**src/rtl/manchester_pulse_frame_receiver_core_assert.svh**
```systemverilog
// Assertion macros for the Manchester pulse frame receiver.
// Used by the top level; needs no other file.
`ifndef MANCHESTER_PULSE_FRAME_RECEIVER_CORE_ASSERT_SVH
`define MANCHESTER_PULSE_FRAME_RECEIVER_CORE_ASSERT_SVH

// a holds at an edge -> b holds at the same edge
`define MPFR_ASSERT_IMPL(label, clk, rst_n, a, b) \
  label: assert property (@(posedge clk) disable iff (!rst_n) (a) |-> (b)) \
    else $error("mpfr: implication check failed");

// a holds at an edge -> b holds at the next edge
`define MPFR_ASSERT_NEXT(label, clk, rst_n, a, b) \
  label: assert property (@(posedge clk) disable iff (!rst_n) (a) |=> (b)) \
    else $error("mpfr: next-cycle check failed");

`endif

```
**src/rtl/mpfr_pkg.sv**
```systemverilog
// Shared types and constants for the Manchester pulse frame receiver.
// No dependencies.
package mpfr_pkg;

  localparam int FRAME_BITS = 8;

  localparam logic [15:0] NO_WIDTH = 16'hFAFA;

  localparam logic [1:0] CMD_ARM     = 2'd0;
  localparam logic [1:0] CMD_EDGE    = 2'd1;
  localparam logic [1:0] CMD_TIMEOUT = 2'd2;

  localparam logic [1:0] ST_NAK   = 2'd0;
  localparam logic [1:0] ST_VALUE = 2'd1;
  localparam logic [1:0] ST_COLL  = 2'd2;

  localparam logic [1:0] CFG_HALF_MIN   = 2'd0;
  localparam logic [1:0] CFG_HALF_LIMIT = 2'd1;
  localparam logic [1:0] CFG_FULL_MIN   = 2'd2;
  localparam logic [1:0] CFG_FULL_LIMIT = 2'd3;

  typedef enum logic [2:0] {
    PH_IDLE,
    PH_WAIT_START,
    PH_AFTER_START,
    PH_AFTER_HALF,
    PH_AFTER_BOUNDARY,
    PH_INVALID
  } phase_e;

  typedef struct packed {
    logic [1:0]  command;
    logic [15:0] pulse_width;
    logic        line_idle;
  } in_item_t;

  typedef struct packed {
    logic [1:0]  status;
    logic [7:0]  data_byte;
    logic [3:0]  bits_seen;
    logic [15:0] bad_width;
  } out_item_t;

  typedef struct packed {
    logic [15:0] half_min;
    logic [15:0] half_limit;
    logic [15:0] full_min;
    logic [15:0] full_limit;
  } cfg_t;

endpackage

```
**src/rtl/mpfr_cfg_regs.sv**
```systemverilog
// Pulse window registers of the Manchester pulse frame receiver.
// Depends on mpfr_pkg.
module mpfr_cfg_regs import mpfr_pkg::*; (
  input  logic        clk_i,
  input  logic        rst_ni,
  input  logic        cfg_we_i,
  input  logic [1:0]  cfg_idx_i,
  input  logic [15:0] cfg_wdata_i,
  output cfg_t        cfg_o
);

  cfg_t cfg_q, cfg_d;

  always_comb begin
    cfg_d = cfg_q;
    if (cfg_we_i) begin
      case (cfg_idx_i)
        CFG_HALF_MIN:   cfg_d.half_min   = cfg_wdata_i;
        CFG_HALF_LIMIT: cfg_d.half_limit = cfg_wdata_i;
        CFG_FULL_MIN:   cfg_d.full_min   = cfg_wdata_i;
        CFG_FULL_LIMIT: cfg_d.full_limit = cfg_wdata_i;
        default: ;
      endcase
    end
  end

  always_ff @(posedge clk_i or negedge rst_ni) begin
    if (!rst_ni) begin
      cfg_q.half_min   <= 16'd316;
      cfg_q.half_limit <= 16'd516;
      cfg_q.full_min   <= 16'd733;
      cfg_q.full_limit <= 16'd933;
    end else begin
      cfg_q <= cfg_d;
    end
  end

  assign cfg_o = cfg_q;

endmodule

```
**src/rtl/mpfr_decoder.sv**
```systemverilog
// Frame state machine: pulse classification, bit decoding, result build.
// Depends on mpfr_pkg.
module mpfr_decoder import mpfr_pkg::*; (
  input  logic      clk_i,
  input  logic      rst_ni,
  input  cfg_t      cfg_i,
  input  logic      accept_i,
  input  in_item_t  item_i,
  output logic      res_valid_o,
  output out_item_t res_o,
  output phase_e    phase_o
);

  phase_e      phase_q, phase_d;
  logic        prev_bit_q, prev_bit_d;
  logic [3:0]  bit_cnt_q, bit_cnt_d;
  logic [7:0]  shift_q, shift_d;
  logic [1:0]  status_q, status_d;
  logic [15:0] width_q, width_d;

  logic        is_half, is_full, frame_done;
  logic [3:0]  bit_cnt_inc;
  logic [1:0]  final_status;

  assign is_half = (item_i.pulse_width >= cfg_i.half_min) &&
                   (item_i.pulse_width <  cfg_i.half_limit);
  assign is_full = (item_i.pulse_width >= cfg_i.full_min) &&
                   (item_i.pulse_width <  cfg_i.full_limit);

  // count saturates at fifteen
  assign bit_cnt_inc = (bit_cnt_q == 4'hF) ? bit_cnt_q : bit_cnt_q + 4'd1;

  // counts above fifteen can never be matched by the saturated counter
  assign frame_done = (FRAME_BITS <= 15) && (bit_cnt_q == 4'(FRAME_BITS));

  always_comb begin
    if (phase_q == PH_WAIT_START) begin
      final_status = ST_NAK;
    end else if (!item_i.line_idle || !frame_done) begin
      final_status = ST_COLL;
    end else begin
      final_status = status_q;
    end
  end

  // next state
  always_comb begin
    phase_d    = phase_q;
    prev_bit_d = prev_bit_q;
    bit_cnt_d  = bit_cnt_q;
    shift_d    = shift_q;
    status_d   = status_q;
    width_d    = width_q;
    if (accept_i) begin
      case (item_i.command)
        CMD_ARM: begin
          shift_d   = 8'd0;
          bit_cnt_d = 4'd0;
          status_d  = ST_NAK;
          width_d   = NO_WIDTH;
          phase_d   = PH_WAIT_START;
        end
        CMD_EDGE: begin
          case (phase_q)
            PH_WAIT_START: begin
              status_d = ST_VALUE;
              width_d  = item_i.pulse_width;
              phase_d  = PH_AFTER_START;
            end
            PH_AFTER_START: begin
              if (is_half) begin
                prev_bit_d = 1'b1;
                phase_d    = PH_AFTER_HALF;
              end else begin
                width_d  = item_i.pulse_width;
                status_d = ST_COLL;
                phase_d  = PH_INVALID;
              end
            end
            PH_AFTER_HALF: begin
              if (is_half) begin
                phase_d = PH_AFTER_BOUNDARY;
              end else if (is_full) begin
                // full pulse: bit flips, then is shifted in
                prev_bit_d = ~prev_bit_q;
                shift_d    = {shift_q[6:0], ~prev_bit_q};
                bit_cnt_d  = bit_cnt_inc;
              end else begin
                width_d  = item_i.pulse_width;
                status_d = ST_COLL;
                phase_d  = PH_INVALID;
              end
            end
            PH_AFTER_BOUNDARY: begin
              if (is_half) begin
                shift_d   = {shift_q[6:0], prev_bit_q};
                bit_cnt_d = bit_cnt_inc;
                phase_d   = PH_AFTER_HALF;
              end else begin
                width_d  = item_i.pulse_width;
                status_d = ST_COLL;
                phase_d  = PH_INVALID;
              end
            end
            default: ;
          endcase
        end
        CMD_TIMEOUT: begin
          if (phase_q != PH_IDLE) begin
            status_d = final_status;
            phase_d  = PH_IDLE;
          end
        end
        default: ;
      endcase
    end
  end

  // outputs
  always_comb begin
    res_valid_o     = accept_i && (item_i.command == CMD_TIMEOUT) && (phase_q != PH_IDLE);
    res_o.status    = final_status;
    res_o.data_byte = shift_q;
    res_o.bits_seen = bit_cnt_q;
    res_o.bad_width = width_q;
  end

  always_ff @(posedge clk_i or negedge rst_ni) begin
    if (!rst_ni) begin
      phase_q    <= PH_IDLE;
      prev_bit_q <= 1'b1;
      bit_cnt_q  <= 4'd0;
      shift_q    <= 8'd0;
      status_q   <= ST_NAK;
      width_q    <= NO_WIDTH;
    end else begin
      phase_q    <= phase_d;
      prev_bit_q <= prev_bit_d;
      bit_cnt_q  <= bit_cnt_d;
      shift_q    <= shift_d;
      status_q   <= status_d;
      width_q    <= width_d;
    end
  end

  assign phase_o = phase_q;

endmodule

```
**src/rtl/mpfr_out_fifo.sv**
```systemverilog
// Two-entry result buffer between the decoder and the output channel.
// Depends on mpfr_pkg.
module mpfr_out_fifo import mpfr_pkg::*; (
  input  logic      clk_i,
  input  logic      rst_ni,
  input  logic      push_i,
  input  out_item_t push_item_i,
  output logic      full_o,
  output logic      out_valid_o,
  input  logic      out_ready_i,
  output out_item_t out_item_o
);

  out_item_t  mem_q [2];
  logic       wr_ptr_q, wr_ptr_d;
  logic       rd_ptr_q, rd_ptr_d;
  logic [1:0] cnt_q, cnt_d;
  logic       pop;

  assign out_valid_o = (cnt_q != 2'd0);
  assign full_o      = (cnt_q == 2'd2);
  assign pop         = out_valid_o && out_ready_i;
  assign out_item_o  = mem_q[rd_ptr_q];

  always_comb begin
    wr_ptr_d = push_i ? ~wr_ptr_q : wr_ptr_q;
    rd_ptr_d = pop ? ~rd_ptr_q : rd_ptr_q;
    cnt_d    = cnt_q + {1'b0, push_i} - {1'b0, pop};
  end

  always_ff @(posedge clk_i) begin
    if (push_i) begin
      mem_q[wr_ptr_q] <= push_item_i;
    end
  end

  always_ff @(posedge clk_i or negedge rst_ni) begin
    if (!rst_ni) begin
      wr_ptr_q <= 1'b0;
      rd_ptr_q <= 1'b0;
      cnt_q    <= 2'd0;
    end else begin
      wr_ptr_q <= wr_ptr_d;
      rd_ptr_q <= rd_ptr_d;
      cnt_q    <= cnt_d;
    end
  end

endmodule

```
**src/rtl/manchester_pulse_frame_receiver_core.sv**
```systemverilog
// Channel    Signals                                Payload
// input      in_valid_i / in_ready_o                in_item_i (command, width, idle)
// output     out_valid_o / out_ready_i              out_item_o (status, byte, bits, width)
// config     cfg_we_i, cfg_idx_i, cfg_wdata_i       16-bit window registers
//
// One item per cycle while in_ready_o is high: window compares and the shift
// happen in the cycle of acceptance, a timeout's result enters a two-entry
// output buffer, where it is registered when its timeout item is accepted.
// in_ready_o drops only while both buffer entries hold untaken results.
// Reset is asynchronous, active low; no clearing pass is needed.
// Top level of the Manchester pulse frame receiver; depends on mpfr_pkg,
// mpfr_cfg_regs, mpfr_decoder, mpfr_out_fifo and the assertion header.
`include "manchester_pulse_frame_receiver_core_assert.svh"

module manchester_pulse_frame_receiver_core import mpfr_pkg::*; (
  input  logic        clk_i,
  input  logic        rst_ni,
  input  logic        in_valid_i,
  output logic        in_ready_o,
  input  in_item_t    in_item_i,
  output logic        out_valid_o,
  input  logic        out_ready_i,
  output out_item_t   out_item_o,
  input  logic        cfg_we_i,
  input  logic [1:0]  cfg_idx_i,
  input  logic [15:0] cfg_wdata_i
);

  cfg_t      cfg;
  logic      accept;
  logic      res_valid;
  out_item_t res;
  logic      fifo_full;
  phase_e    phase;

  assign in_ready_o = ~fifo_full;
  assign accept     = in_valid_i && in_ready_o;

  mpfr_cfg_regs u_cfg (
    .clk_i       (clk_i),
    .rst_ni      (rst_ni),
    .cfg_we_i    (cfg_we_i),
    .cfg_idx_i   (cfg_idx_i),
    .cfg_wdata_i (cfg_wdata_i),
    .cfg_o       (cfg)
  );

  mpfr_decoder u_dec (
    .clk_i       (clk_i),
    .rst_ni      (rst_ni),
    .cfg_i       (cfg),
    .accept_i    (accept),
    .item_i      (in_item_i),
    .res_valid_o (res_valid),
    .res_o       (res),
    .phase_o     (phase)
  );

  mpfr_out_fifo u_fifo (
    .clk_i       (clk_i),
    .rst_ni      (rst_ni),
    .push_i      (res_valid),
    .push_item_i (res),
    .full_o      (fifo_full),
    .out_valid_o (out_valid_o),
    .out_ready_i (out_ready_i),
    .out_item_o  (out_item_o)
  );

  `MPFR_ASSERT_IMPL(a_res_only_on_timeout, clk_i, rst_ni, res_valid,
                    accept && (in_item_i.command == CMD_TIMEOUT))
  `MPFR_ASSERT_NEXT(a_arm_waits_start, clk_i, rst_ni,
                    accept && (in_item_i.command == CMD_ARM), phase == PH_WAIT_START)
  `MPFR_ASSERT_IMPL(a_value_needs_full_frame, clk_i, rst_ni,
                    res_valid && (res.status == ST_VALUE),
                    (res.bits_seen == 4'(FRAME_BITS)) && in_item_i.line_idle)

endmodule
```
**config.mk**
```make
export PLATFORM = sky130hd
export DESIGN_NAME = manchester_pulse_frame_receiver_core
export DESIGN_NICKNAME = d
export VERILOG_FILES = /design/src/rtl/mpfr_pkg.sv /design/src/rtl/mpfr_cfg_regs.sv /design/src/rtl/mpfr_decoder.sv /design/src/rtl/mpfr_out_fifo.sv /design/src/rtl/manchester_pulse_frame_receiver_core.sv
export VERILOG_INCLUDE_DIRS = /design/src /design/src/rtl
export SDC_FILE = /design/constraint.sdc
export NUM_CORES = 1
export LEC_CHECK = 0
export BUFFER_PORTS_ARGS = -buffer_cell sky130_fd_sc_hd__buf_2
export CAP_MARGIN = 20
export CORE_AREA = 8 8 126 157
export DETAILED_ROUTE_END_ITERATION = 10
export DIE_AREA = 0 0 134 165
export PLACE_DENSITY = 0.68
export SLEW_MARGIN = 15
export SYNTH_ARGS = -nofsm -noshare
export SYNTH_HDL_FRONTEND = slang
export SYNTH_HIERARCHICAL = 1
export SYNTH_SLANG_ARGS = --single-unit
```
**constraint.sdc**
```tcl
create_clock -name clk_i -period 3.35 [get_ports clk_i]
set_input_delay 0.335 -clock clk_i [delete_from_list [all_inputs] [get_ports clk_i]]
set_output_delay 0.335 -clock clk_i [all_outputs]
set_load 0.01 [all_outputs]
```
Word level (Yosys, flattened, before mapping)
Memories as Yosys holds them, arrays and structs flattened.
Cells that the tools add are included.
W data, S select, Z words.

word-level totals
  output and inout port bits = 32
  memories kept = 1
  register bits after elaboration = 102
  RAM bits = 60

operators by class
  multiplexer cells = 36
  equal/unequal tests = 24
  $add $sub $neg = 3
  reductions and logical operators = 26
  bitwise logic cells = 4
  magnitude comparators = 4

memories
  memory        depth  width  rd ports  clocked after memory_dff  write ports  RTL line             text
  u_fifo.mem_q  2      30     1         0                         1            mpfr_out_fifo.sv:14  out_item_t mem_q [2];

operators by type and width
  cell                  count
  $mux W16              3
  $pmux W16 S3          1
  $ge A16 B16 Y1        2
  $lt A16 B16 Y1        2
  $pmux W16 S2          1
  $pmux W8 S2           2
  $mux W8               3
  $pmux W3 S3           2
  $reduce_and A6 Y1     3
  $mux W4               4
  $pmux W4 S2           2
  $mux W2               6
  $mux W3               4
  $pmux W2 S3           2
  $ne A3 B2 Y1 const B  3
  $ne A3 B3 Y1 const B  3
  $eq A2 B2 Y1 const B  4
  $eq A4 B4 Y1 const B  2
  $ne A4 B3 Y1 const B  2
  $reduce_and A2 Y1     4
  $reduce_and A7 Y1     1
  $eq A3 B2 Y1 const B  2
  $logic_and A1 B1 Y1   6
  $ne A2 B1 Y1 const B  3
  17 further kinds      30

Logic depth before layout (Yosys ltp)
  depth in word-level cells = 7
  gate-level depth with buffers = 11
  mapped depth without buffers = 9

Hierarchy
Netlist, hierarchy kept.

by module, submodules not included
  module                                cells each  area each (um^2)  seq. area each (um^2)  instances
  mpfr_decoder                          460         3631.0            867.1                  1
  mpfr_cfg_regs                         136         2436.1            1626.6                 1
  mpfr_out_fifo                         110         2373.5            1901.8                 1
  manchester_pulse_frame_receiver_core  2           10.0              0.0                    1

Worst setup path after synthesis
OpenSTA, ideal clock, no wires.

  path kind = register to register
  from = reg u_fifo.cnt_q[1]
  to = mem u_fifo/mem_q[0][0] (netlist name), enable pin
  required time = 2.929 ns
  data arrival time = 2.422 ns
  stages on the path, launching flop included = 6
  buffers on the path = 0
  setup slack = 0.507 ns
  library setup time = 0.421 ns
  cell sequence = dfrtp_1 > nor2b_1 > nor2b_1 > nand2_1 > a21oi_1 > nor2b_1

on the way
  longest elaborated chain between the ends = 7

RTL lines
  element                           RTL line                                    text
  start: declaration                mpfr_out_fifo.sv:17                         logic [1:0] cnt_q, cnt_d;
  start signal: assignment          mpfr_out_fifo.sv:45                         cnt_q <= cnt_d;
  $eq A2 B2 Y1                      mpfr_out_fifo.sv:21                         assign full_o = (cnt_q == 2'd2);
  named net fifo_full               manchester_pulse_frame_receiver_core.sv:33  logic fifo_full;
  $not A1 Y1                        manchester_pulse_frame_receiver_core.sv:36  assign in_ready_o = ~fifo_full;
  $logic_and A1 B1 Y1               manchester_pulse_frame_receiver_core.sv:37  assign accept = in_valid_i && in_ready_o;
  named net accept                  manchester_pulse_frame_receiver_core.sv:30  logic accept;
  $logic_and A1 B1 Y1 (2 in a row)  mpfr_decoder.sv:121                         res_valid_o = accept_i && (item_i.command == CMD_TIMEOUT) && (phase_q != PH_IDLE);
  named net res_valid               manchester_pulse_frame_receiver_core.sv:31  logic res_valid;
  $mux W1                           mpfr_out_fifo.sv:32                         if (push_i) begin
  $mux W1 (not written as such)     mpfr_out_fifo.sv:33                         mem_q[wr_ptr_q] <= push_item_i;
  end: declaration                  mpfr_out_fifo.sv:14

The timed path passes the listed nets, and every way through them passes these cells.

Final worst setup path
  from = reg u_cfg.cfg_q, in the netlist u_cfg/cfg_o[48]
  to = reg u_dec.prev_bit_q

on the way
  longest elaborated chain between the ends = 4

RTL lines
  element                                                               RTL line             text
  start: declaration                                                    mpfr_cfg_regs.sv:12  cfg_t cfg_q, cfg_d;
  start signal: assignment                                              mpfr_cfg_regs.sv:34  cfg_q <= cfg_d;
  $ge A16 B16 Y1 (*)                                                    mpfr_decoder.sv:25   assign is_half = (item_i.pulse_width >= cfg_i.half_min) &&
  $logic_and A1 B1 Y1 (*)                                               mpfr_decoder.sv:25
  $ne A2 B2 Y1 (no source line) / $ne A2 B1 Y1 (equally long branches)  n/a
  $reduce_and A6 Y1 (no source line) (*)                                n/a
  end signal: assignment                                                mpfr_decoder.sv:138  prev_bit_q <= prev_bit_d;
  end: declaration                                                      mpfr_decoder.sv:15   logic prev_bit_q, prev_bit_d;

Mark *: on every way between the ends. The rest lies on a longest branch, timed or not.
A chain may end at the register's enable or synchronous reset.

==> out/results.tsv <==
metric	value	unit
number of flops mapped to enable cells by yosys	60	
DR vias	5775	
Slew Limit Headroom	33.0	%
fillers	1447	
RSZ-0062 raised after global routing	false	
endpoints failing setup	0	
vias in the first global route	5917	
Endpoint, Worst Hold	u_cfg/cfg_o[40]	
Critical Path AT	3430	ps
post-DP HPWL	13500	um
Fmax achieved	0.327	GHz
Worst R2R End	u_dec/prev_bit_q	
library cells used by synthesis	60	
grt total ovfl	0	
Die X	134	um
n_diodes	0	
Worst-Margin Slew	1000	ps
Layout area overhead	14.3	%
DRT iter0 DRCs	418	
drt first pass iters	5	
CP Launch Type	register	
final hold violations	0	
Hold Path Depth	2	
core area	17200	um2
layout cells sized above 1	32.3	%
CP Data Required Time	3720	ps
Avg Cell Area, Syn	11.9	um2
Mapped Cells	708	
synthesized flop and latch total	162	
routability cong.	0.838	
post-layout min period	3050	ps
P_leak	0.00424	uW
final antenna-violating net count	0	
All-Layer GR Usage	17.2	%
DRC	0	
Initial Utilization	49.0	%
H-tree depth	4	
crit share post-route	91.2	%
sequential-to-total area share from yosys stat	52.0	%
status	complete, no violations	
root buffer cell	clkbuf_16	
die area	22100	um2
MaxCap Viol Count	0	
flop2flop setup slack	300	ps
CTS tree	yes	
initial antenna violation count	0	
clock buffer count from CTS	17	
Slew Viols, Final	0	
CP max FO	4	
footprint of the multi-input gates	3630	um2
first-pass GRT wire length	30000	um
Vias/cell	5.61	
FF/Latch Area	4400	um2
IO Pins	74	
CTS hold repair buffers	1	
post-synthesis async set-or-reset flop share	63.0	%
Hold Startpoint	cfg_wdata_i[8]	
WL final	18400	um
VDD IR max	291	uV
R2R Path Start	u_cfg/cfg_o[48]	
Net Count, Synth	820	
setup_tns	0	ps
Synth Warn #	6	
Worst-path clk slew	60	ps
r2r worst-path depth	8	
skew final	8.12	ps
clk_lat worst skew	430	ps
Worst Hold Class	input port to register	
Post-CTS Resized	0	
Setup Crit Path Kind	register to register	
port buffer count	73	
clk buf depth	2	
final worst slack	295	ps
Rows	54	
Die H	165	um
Post-Syn Area	8450	um2
largest net degree at the start of global routing	58	
Setup crit end kind	register	
power density cells	647	nW/um2
Top FF cell, synth	dfrtp_1	
setup bufs post-CTS	0	
Final nets	904	
DP Worst Slack	158	ps
clk sinks	162	
Routed wire per std cell	17.9	um
## layout make-up
cell class / instances / area share [%]
sequential: 162 / 45.5
tap: 224 / 2.90
clock buffer: 19 / 4.59
multi-input combinational: 444 / 37.6
timing repair buffer: 88 / 5.00
inverter: 79 / 3.07
clock inverter: 13 / 1.30
## worst max-delay path, cell delays in order (launching register included)
cell       delay (ps)
dfrtp_1           390
ha_1              300
nand2b_1          150
a2111o_1          430
a311o_1           370
o211a_1           290
or4_1             560
a2111oi_2         380
a21o_1            130
## cell usage after synthesis (2+ instances only)
cell	n	area, um2
nand3_1	22	110
nor3_1	15	75.1
o21ai_0	13	65.1
and3_1	6	37.5
o21a_1	5	37.5
a311o_1	5	50.1
a21boi_0	3	22.5
a211oi_1	6	45.0
buf_6	4	45.0
a211o_1	2	17.5
nor2b_1	8	50.1
xor2_1	2	17.5
xnor2_1	4	35.0
a221oi_1	12	105
nand2b_1	4	25.0
mux2_2	99	1110
dfstp_2	33	867
clkbuf_1	12	45.0
or4_1	4	30.0
a2111o_1	2	22.5
buf_2	4	20.0
nand2_1	38	143
ha_1	70	876
edfxtp_1	60	1800
o211ai_1	7	52.6
a21oi_1	24	120
or3_1	8	50.1
a2111oi_2	2	30.0
nand3b_2	2	22.5
dfrtp_1	69	1730
inv_1	79	297
nand4_1	9	56.3
and2_1	6	37.5
nor2_1	42	158
a21o_1	2	15.0
## sequential cells by signal, indices dropped and copies added (netlist names)
name / cells
u_fifo/cnt_q: 2
u_dec/bit_cnt_q: 4
u_dec/prev_bit_q: 1
u_dec/status_q: 2
u_dec/phase_o: 3
u_fifo/wr_ptr_q: 1
u_cfg/cfg_o: 64
u_dec/width_q: 16
u_fifo/mem_q: 60
u_dec/shift_q: 8
u_fifo/rd_ptr_q: 1
## worst max-delay path by stage
| stage | slack (ps) | startpoint | cells past startpoint | endpoint |
|---|---|---|---|---|
| final | 300 | u_cfg/cfg_o[48] | 8 | u_dec/prev_bit_q |
| after global routing | 150 | u_cfg/cfg_o[9] | 10 | u_dec/width_q[9] |
| after CTS | 180 | u_cfg/cfg_o[34] | 8 | u_dec/width_q[10] |
| after detailed placement | 160 | in_item_i[2] | 8 | u_dec/width_q[10] |
| after global placement | 260 | in_item_i[2] | 8 | u_dec/width_q[0] |
| after floorplan | 510 | u_fifo/cnt_q[1] | 5 | u_fifo/mem_q[0][0] |
## power breakdown
| group | switching, uW | total [uW] | internal, uW |
|---|---|---|---|
| Combinational | 880 | 1640 | 757 |
| Clock | 815 | 1870 | 1060 |
| Sequential | 236 | 2740 | 2510 |
## cells in the final DEF (no fill, tap or decap), types with 24 or more instances in the layout
cell type / n
mux2_2: 99
nor2_1: 42
dfrtp_1: 69
ha_1: 70
edfxtp_1: 60
inv_1: 79
buf_2: 72
dfstp_2: 33
nand2_1: 38
a21oi_1: 24
## cells by family after synthesis
family                   Yosys count  synth area share [%]
adder cells (fa/ha/maj)           70                  10.4
AND/OR/NAND/NOR                  171                  10.2
XOR/XNOR                           6                 0.622
flip-flops                       162                  52.0
buffers and inverters            102                  5.11
AO/OA/AOI/OAI                     98                  8.45
multiplexers                      99                  13.2
## metrics by stage
stage / utilization [%] / instances / hold slack (ps) / total power [uW] / area [um2]
after detailed placement: 52.7 / 995 / 454 / 4410 / 9070
final: 56.1 / 1029 / 185 / 6250 / 9660
after global routing: 56.1 / 1029 / 181 / 6600 / 9660
after floorplan: - / 708 / 39.4 / 3880 / 8450
after CTS: 56.0 / 1028 / 172 / 6300 / 9650
after global placement: 52.7 / 995 / 434 / 4320 / 9070
## layer usage
metal	part of all wire [%]	vias up	track usage (%)
li1	-	2722	-
met1	42	2864	19.8
met5	0	-	0
met4	2.3	0	6.75
met2	51	154	30.7
met3	4.7	35	3.80
Power figures use the tool's default switching activity.
